--- config.mk ---
export PLATFORM = sky130hd
export DESIGN_NAME = lpw_ctrl
export DESIGN_NICKNAME = d
export VERILOG_FILES = /design/src/rtl/core/lpw_pkg.sv /design/src/rtl/core/lpw_ctrl.sv
export SDC_FILE = /design/constraint.sdc
export NUM_CORES = 1
export LEC_CHECK = 0
export ABC_AREA = 0
export BUFFER_PORTS_ARGS = -buffer_cell sky130_fd_sc_hd__buf_2
export CORE_AREA = 8 8 45 47
export DETAILED_ROUTE_END_ITERATION = 12
export DIE_AREA = 0 0 53 55
export GPL_TIMING_DRIVEN = 0
export PLACE_DENSITY_LB_ADDON = 0.2
export SLEW_MARGIN = 20
export SYNTH_ARGS = -nofsm -noshare
export SYNTH_HDL_FRONTEND = slang
export SYNTH_SLANG_ARGS = --single-unit
--- constraint.sdc ---
create_clock -name clock -period 4.2 [get_ports clock]
set_input_delay 0.63 -clock clock [delete_from_list [all_inputs] [get_ports clock]]
set_output_delay 0.63 -clock clock [all_outputs]
set_load 0.005 [all_outputs]
--- src/rtl/core/lpw_pkg.sv ---
// shared types and constants for the line point walker
`timescale 1ns / 1ps
package lpw_pkg;
   localparam logic [1:0] CMD_LOAD_A = 2'd0;
   localparam logic [1:0] CMD_LOAD_B = 2'd1;
   localparam logic [1:0] CMD_STEP   = 2'd2;

   localparam logic [1:0] REG_RED   = 2'd0;
   localparam logic [1:0] REG_GREEN = 2'd1;
   localparam logic [1:0] REG_BLUE  = 2'd2;

   localparam int GAIN_W = 17;
   localparam int COL_W  = 19;
   localparam int ATTR_W = 32;
   localparam int DIV_W  = 36;   // signed numerator width of the step divider

   // controller to datapath
   typedef struct packed {
      logic load_a;
      logic setup_b;    // latch ordered ends, deltas, start current point
      logic div_start;  // begin the step division of one attribute
      logic [1:0] div_sel;
      logic walk;       // emit current point and take one step
   } cmd_type;

   // datapath to controller
   typedef struct packed {
      logic div_done;
      logic last;
   } status_type;
endpackage

--- src/rtl/core/lpw_ctrl.sv ---
// controller state machine: loads, division sequencing and point issue
`timescale 1ns / 1ps
module lpw_ctrl (
   input  logic                clock,
   input  logic                reset,
   input  logic                req_valid,
   output logic                req_stall,
   input  logic [1:0]          req_command,
   output logic                rsp_valid,
   input  logic                rsp_stall,
   input  lpw_pkg::status_type stat,
   output lpw_pkg::cmd_type    cmd
);
   typedef enum logic [3:0] {
      ST_IDLE  = 4'b0001,
      ST_START = 4'b0010,
      ST_WAIT  = 4'b0100,
      ST_NEXT  = 4'b1000
   } state_type;

   state_type  state_ff, state_in;
   logic [1:0] sel_ff, sel_in;
   logic       active_ff, active_in;
   logic       ovalid_ff, ovalid_in;
   logic       accept;

   // output register frees when empty or being taken
   assign req_stall = (state_ff != ST_IDLE) || (ovalid_ff && rsp_stall);
   assign accept    = req_valid && !req_stall;
   assign rsp_valid = ovalid_ff;

   always_comb begin
      state_in = state_ff; sel_in = sel_ff; active_in = active_ff;
      ovalid_in = ovalid_ff && rsp_stall;
      cmd = '0;
      cmd.div_sel = sel_ff;
      case (state_ff)
         ST_IDLE: begin
            if (accept) begin
               case (req_command)
                  lpw_pkg::CMD_LOAD_A: cmd.load_a = 1'b1;
                  lpw_pkg::CMD_LOAD_B: begin
                     cmd.setup_b = 1'b1; sel_in = '0; state_in = ST_START;
                     active_in = 1'b1;
                  end
                  lpw_pkg::CMD_STEP: begin
                     if (active_ff) begin
                        cmd.walk = 1'b1; ovalid_in = 1'b1;
                        if (stat.last) active_in = 1'b0;
                     end
                  end
                  default: ;
               endcase
            end
         end
         ST_START: begin
            cmd.div_start = 1'b1; state_in = ST_WAIT;
         end
         ST_WAIT: begin
            if (stat.div_done) state_in = ST_NEXT;
         end
         ST_NEXT: begin
            if (sel_ff == 2'd3) state_in = ST_IDLE;
            else begin
               sel_in = sel_ff + 2'd1; state_in = ST_START;
            end
         end
         default: state_in = ST_IDLE;
      endcase
   end

   always_ff @(posedge clock) begin
      if (reset) begin
         state_ff <= ST_IDLE; sel_ff <= '0; active_ff <= 1'b0; ovalid_ff <= 1'b0;
      end else begin
         state_ff <= state_in; sel_ff <= sel_in; active_ff <= active_in;
         ovalid_ff <= ovalid_in;
      end
   end
endmodule

== After elaboration in Yosys (flattened, before gate mapping) ==
Cells that the tools add are included.

* Bits of input ports: 8
* Register bits: 8
* Word-level logic and storage cells: 52
* Output and inout port bits: 8

* Reductions and logical operators: 10
* Equal/unequal tests: 12
* Multiplexer cells: 25
* $add $sub $neg: 1

{| class="wikitable"
|+ Operator list
! operator !! number
|-
| $pmux W4 S4 || 1
|-
| $mux W1 || 13
|-
| $mux W2 || 6
|-
| $mux W4 || 3
|-
| $ne A2 B2 Y1 const B || 3
|-
| $reduce_and A3 Y1 || 2
|-
| $eq A2 B2 Y1 const B || 2
|-
| $eq A4 B1 Y1 const B || 1
|-
| $eq A4 B2 Y1 const B || 1
|-
| $eq A4 B3 Y1 const B || 1
|-
| $eq A4 B4 Y1 const B || 1
|-
| $ne A4 B1 Y1 const B || 1
|-
| $pmux W2 S2 || 1
|-
| $reduce_and A4 Y1 || 1
|-
| $reduce_bool A2 Y1 || 2
|-
| $add A2 B1 Y2 const B || 1
|-
| $eq A2 B1 Y1 const B || 1
|-
| $logic_and A1 B1 Y1 || 2
|-
| $logic_not A2 Y1 || 1
|-
| $ne A2 B1 Y1 const B || 1
|-
| $pmux W1 S2 || 1
|-
| $logic_not A1 Y1 || 1
|-
| $logic_or A1 B1 Y1 || 1
|}

== Logic depth before layout (Yosys ltp) ==
* Word-level depth: 6
* Depth in mapped cells: 5
* Gate-level depth less buffers: 5

== Least setup slack after synthesis ==
OpenSTA, ideal clock, no wires.

* Path kind: in2out
* Start point: in rsp_stall
* End point: out cmd[0] (netlist name)
* Buffers on the path: 0
* Path slack: 2.473 ns
* Arrival: 1.097 ns
* Stages: 4
* Required time: 3.570 ns
* Cell sequence: nand2_1 and3_1 nand3_1 inv_1

{| class="wikitable"
|+ RTL lines
! element !! RTL line !! text
|-
| from (decl) || lpw_ctrl.sv:10 || <nowiki>input logic rsp_stall,</nowiki>
|-
| to (decl) || lpw_ctrl.sv:12 || <nowiki>output lpw_pkg::cmd_type cmd</nowiki>
|}

==> flow_summary.ini <==
[outcome]
outcome = finished clean

[power]
p_leak_nw = 0.288
p_per_area_nw_per_um2 = 270
peakVddDrop_v = 0.000153

[grt]
busiest_layer = met2
met1_usage_pct = 8.37
grtUsageTotal_pct = 7.98
grt_pass1_wl_um = 1690
grt_antenna_before_repair = 0
grt_pass1_vias = 417
met3_usage_pct = 2.94
grt_max_degree = 10
grt_remaining_overflow = 0
grt_use_met2_pct = 12.1

[place]
routabilityCongestion = 0.681
dp_slack_ns = 2.19
port_buffers = 14
hpwl_um = 823

[worst_setup_path]
cp_top_family = simple AND/OR/NAND/NOR gates
max_stage_delay_ns = 0.42
cp_num_buf_inv = 2
cp.arrival_ns = 1.63
worst-path-stages = 5
critPathRequiredTime_ns = 3.57
slowest_stage = dfxtp_1
path_cells = nor4b_2 -> and3_1 -> nand3_1 -> inv_1 -> buf_2
endpoint_kind = output port
crit_type = register to output port
start_kind = register
ff2ff_path_depth = 4
path_max_fanout = 7

[logic_synthesis]
synth_area_um2 = 478
yosysSeqAreaShare_pct = 33.5
synth-seq-cells = 8
syn_inst = 51
yosys_warnings = 0
synth_fp_nets = 63
synth.avg_cell_area_um2 = 9.37
ys_types = 28

[timing]
hold_violations = 0
relSlewSlack_pct = 69.7
setup_ws_ns = 1.94
maxSlewViolCount = 0
whs_ns = 0.534
finalSetupViolCount = 0
fin_skew_ns = 0.00924
period_needed_ns = 2.26
fin_tns_setup_ns = 0
rsz0062_at_grt = no
finalCritPeriodShare_pct = 53.9
worstMarginPinSlew_ns = 0.448
timing.fmax_mhz = 442

[layout]
antenna_cells = 0
drive_above_1_share_pct = 38.2
fin_util_pct = 42.7
area_growth_pct = 23.6
fillCellCount = 153
nets = 82

[hold_path]
hold_class = register to register
min_path_cells = 2

[floorplan]
row_count = 14
core_area_um2 = 1380
io_pins = 16
die_x_um = 53
initial_utilization_pct = 34.5
die_y_um = 55
dieArea_um2 = 2920

[clocking]
ctsResizeCount = 0
cts_hold_buf = 0
clk_latency_ns = 0.25
cts_setup_buffers = 0
htree_levels = 1
cts_root_buffer = clkbuf_4
clk_pin_slew_ns = 0.06
cts.sinks = 8
cts_tree = yes
cts_buffers = 3
cts_buffer_depth = 2

[route]
routed_wl_um = 1020
firstDrtPassIters = 3
vias = 426
drt_iter0_markers = 10
drc_errors = 0
ant_nets = 0
wl_per_cell_um = 12.2
vias_per_cell = 5.07

[run]
timing.max_cap.violations = 0
## per-stage QoR
step | cell area (µm²) | power, mW | instances
3_3_place_gp | 568 | 0.102 | 81
5_1_grt | 591 | 0.172 | 84
3_5_place_dp | 568 | 0.102 | 81
4_1_cts | 591 | 0.163 | 84
6_report | 591 | 0.160 | 84
2_1_floorplan | 478 | 0.0943 | 51
## logic make-up (layout without fill, tap and decap cells)
group / Yosys count / count (layout) / synth area share [%]
AO/OA/AOI/OAI: 10 / 10 / 16.2
AND/OR/NAND/NOR: 23 / 23 / 34.8
buffers and inverters: 6 / 23 / 4.97
flip-flops: 8 / 8 / 33.5
adder cells (fa/ha/maj): 4 / 4 / 10.5
## layer usage
layer,vias to the layer above,wire length (µm),part of all wire [%]
met5,-,0,0
met3,2,43,4.2
met2,10,476,47
li1,222,-,-
met1,192,495,48
met4,0,8,0.78
## final timing paths
path | slack (ns) | end | start
worst min-delay path | 0.53 | rsp_valid$_SDFF_PP0_ | active_ff$_SDFFE_PP0P_
worst max-delay path | 1.94 | cmd[0] | state_ff[0]$_SDFFE_PP1P_
worst min register to register | 0.53 | rsp_valid$_SDFF_PP0_ | active_ff$_SDFFE_PP0P_
worst max register to register | 2.69 | active_ff$_SDFFE_PP0P_ | state_ff[0]$_SDFFE_PP1P_
## worst min-delay path: stages, from the launching register on
cell	delay [ns]
dfxtp_1	0.31
nand3_1	0.09
a21oi_1	0.07
## final cells by class
cell class	count	area (µm²)	area share [%]
timing repair buffer	14	70.1	11.9
tap	16	20.0	3.39
inverter	5	18.8	3.18
multi-input combinational	37	294	49.8
sequential	8	160	27.1
buffer	1	5.00	0.847
clock buffer	3	22.5	3.81
## synth_stat cells
| cell | instances | share of area, % |
|---|---|---|
| nand2_1 | 2 | 1.6 |
| and2_1 | 1 | 1.3 |
| nor4b_2 | 1 | 3.1 |
| nor3_1 | 1 | 1.0 |
| o21ai_0 | 2 | 2.1 |
| nor3b_1 | 1 | 1.6 |
| dfxtp_1 | 8 | 34 |
| a22o_1 | 1 | 1.8 |
| inv_1 | 5 | 3.9 |
| and2b_2 | 1 | 1.8 |
| nor4b_1 | 2 | 3.7 |
| nand3_1 | 2 | 2.1 |
| nor2_4 | 1 | 2.4 |
| a31o_2 | 1 | 1.8 |
| ha_1 | 4 | 10 |
| nor2b_1 | 2 | 2.6 |
| and3_1 | 2 | 2.6 |
| or4b_1 | 1 | 2.1 |
| buf_2 | 1 | 1.0 |
| o21a_1 | 1 | 1.6 |
| a311oi_1 | 1 | 1.8 |
| nor2_1 | 3 | 2.4 |
| o31ai_1 | 1 | 1.6 |
| and4_4 | 1 | 2.4 |
| nor2_2 | 1 | 1.3 |
| a21oi_1 | 2 | 2.1 |
| or4b_4 | 1 | 2.9 |
| o41ai_2 | 1 | 3.4 |
## where the power goes
group          internal (mW)  switching [mW]  total, mW
registers             0.0780         0.00193     0.0799
clock network         0.0327          0.0263     0.0590
logic                 0.0102          0.0106     0.0208
## sequential cells by signal, summed over array words and instances (netlist names)
signal / flops
rsp_valid: 1
sel_ff: 2
active_ff: 1
state_ff: 4
## cells in the final DEF (no fill, tap or decap), types with 3 or more instances in the layout
cell type,synthesis,layout
ha_1,4,4
nor2_1,3,3
clkbuf_4,0,3
dfxtp_1,8,8
inv_1,5,5
buf_2,1,15
(Power assumes the default switching activity.)
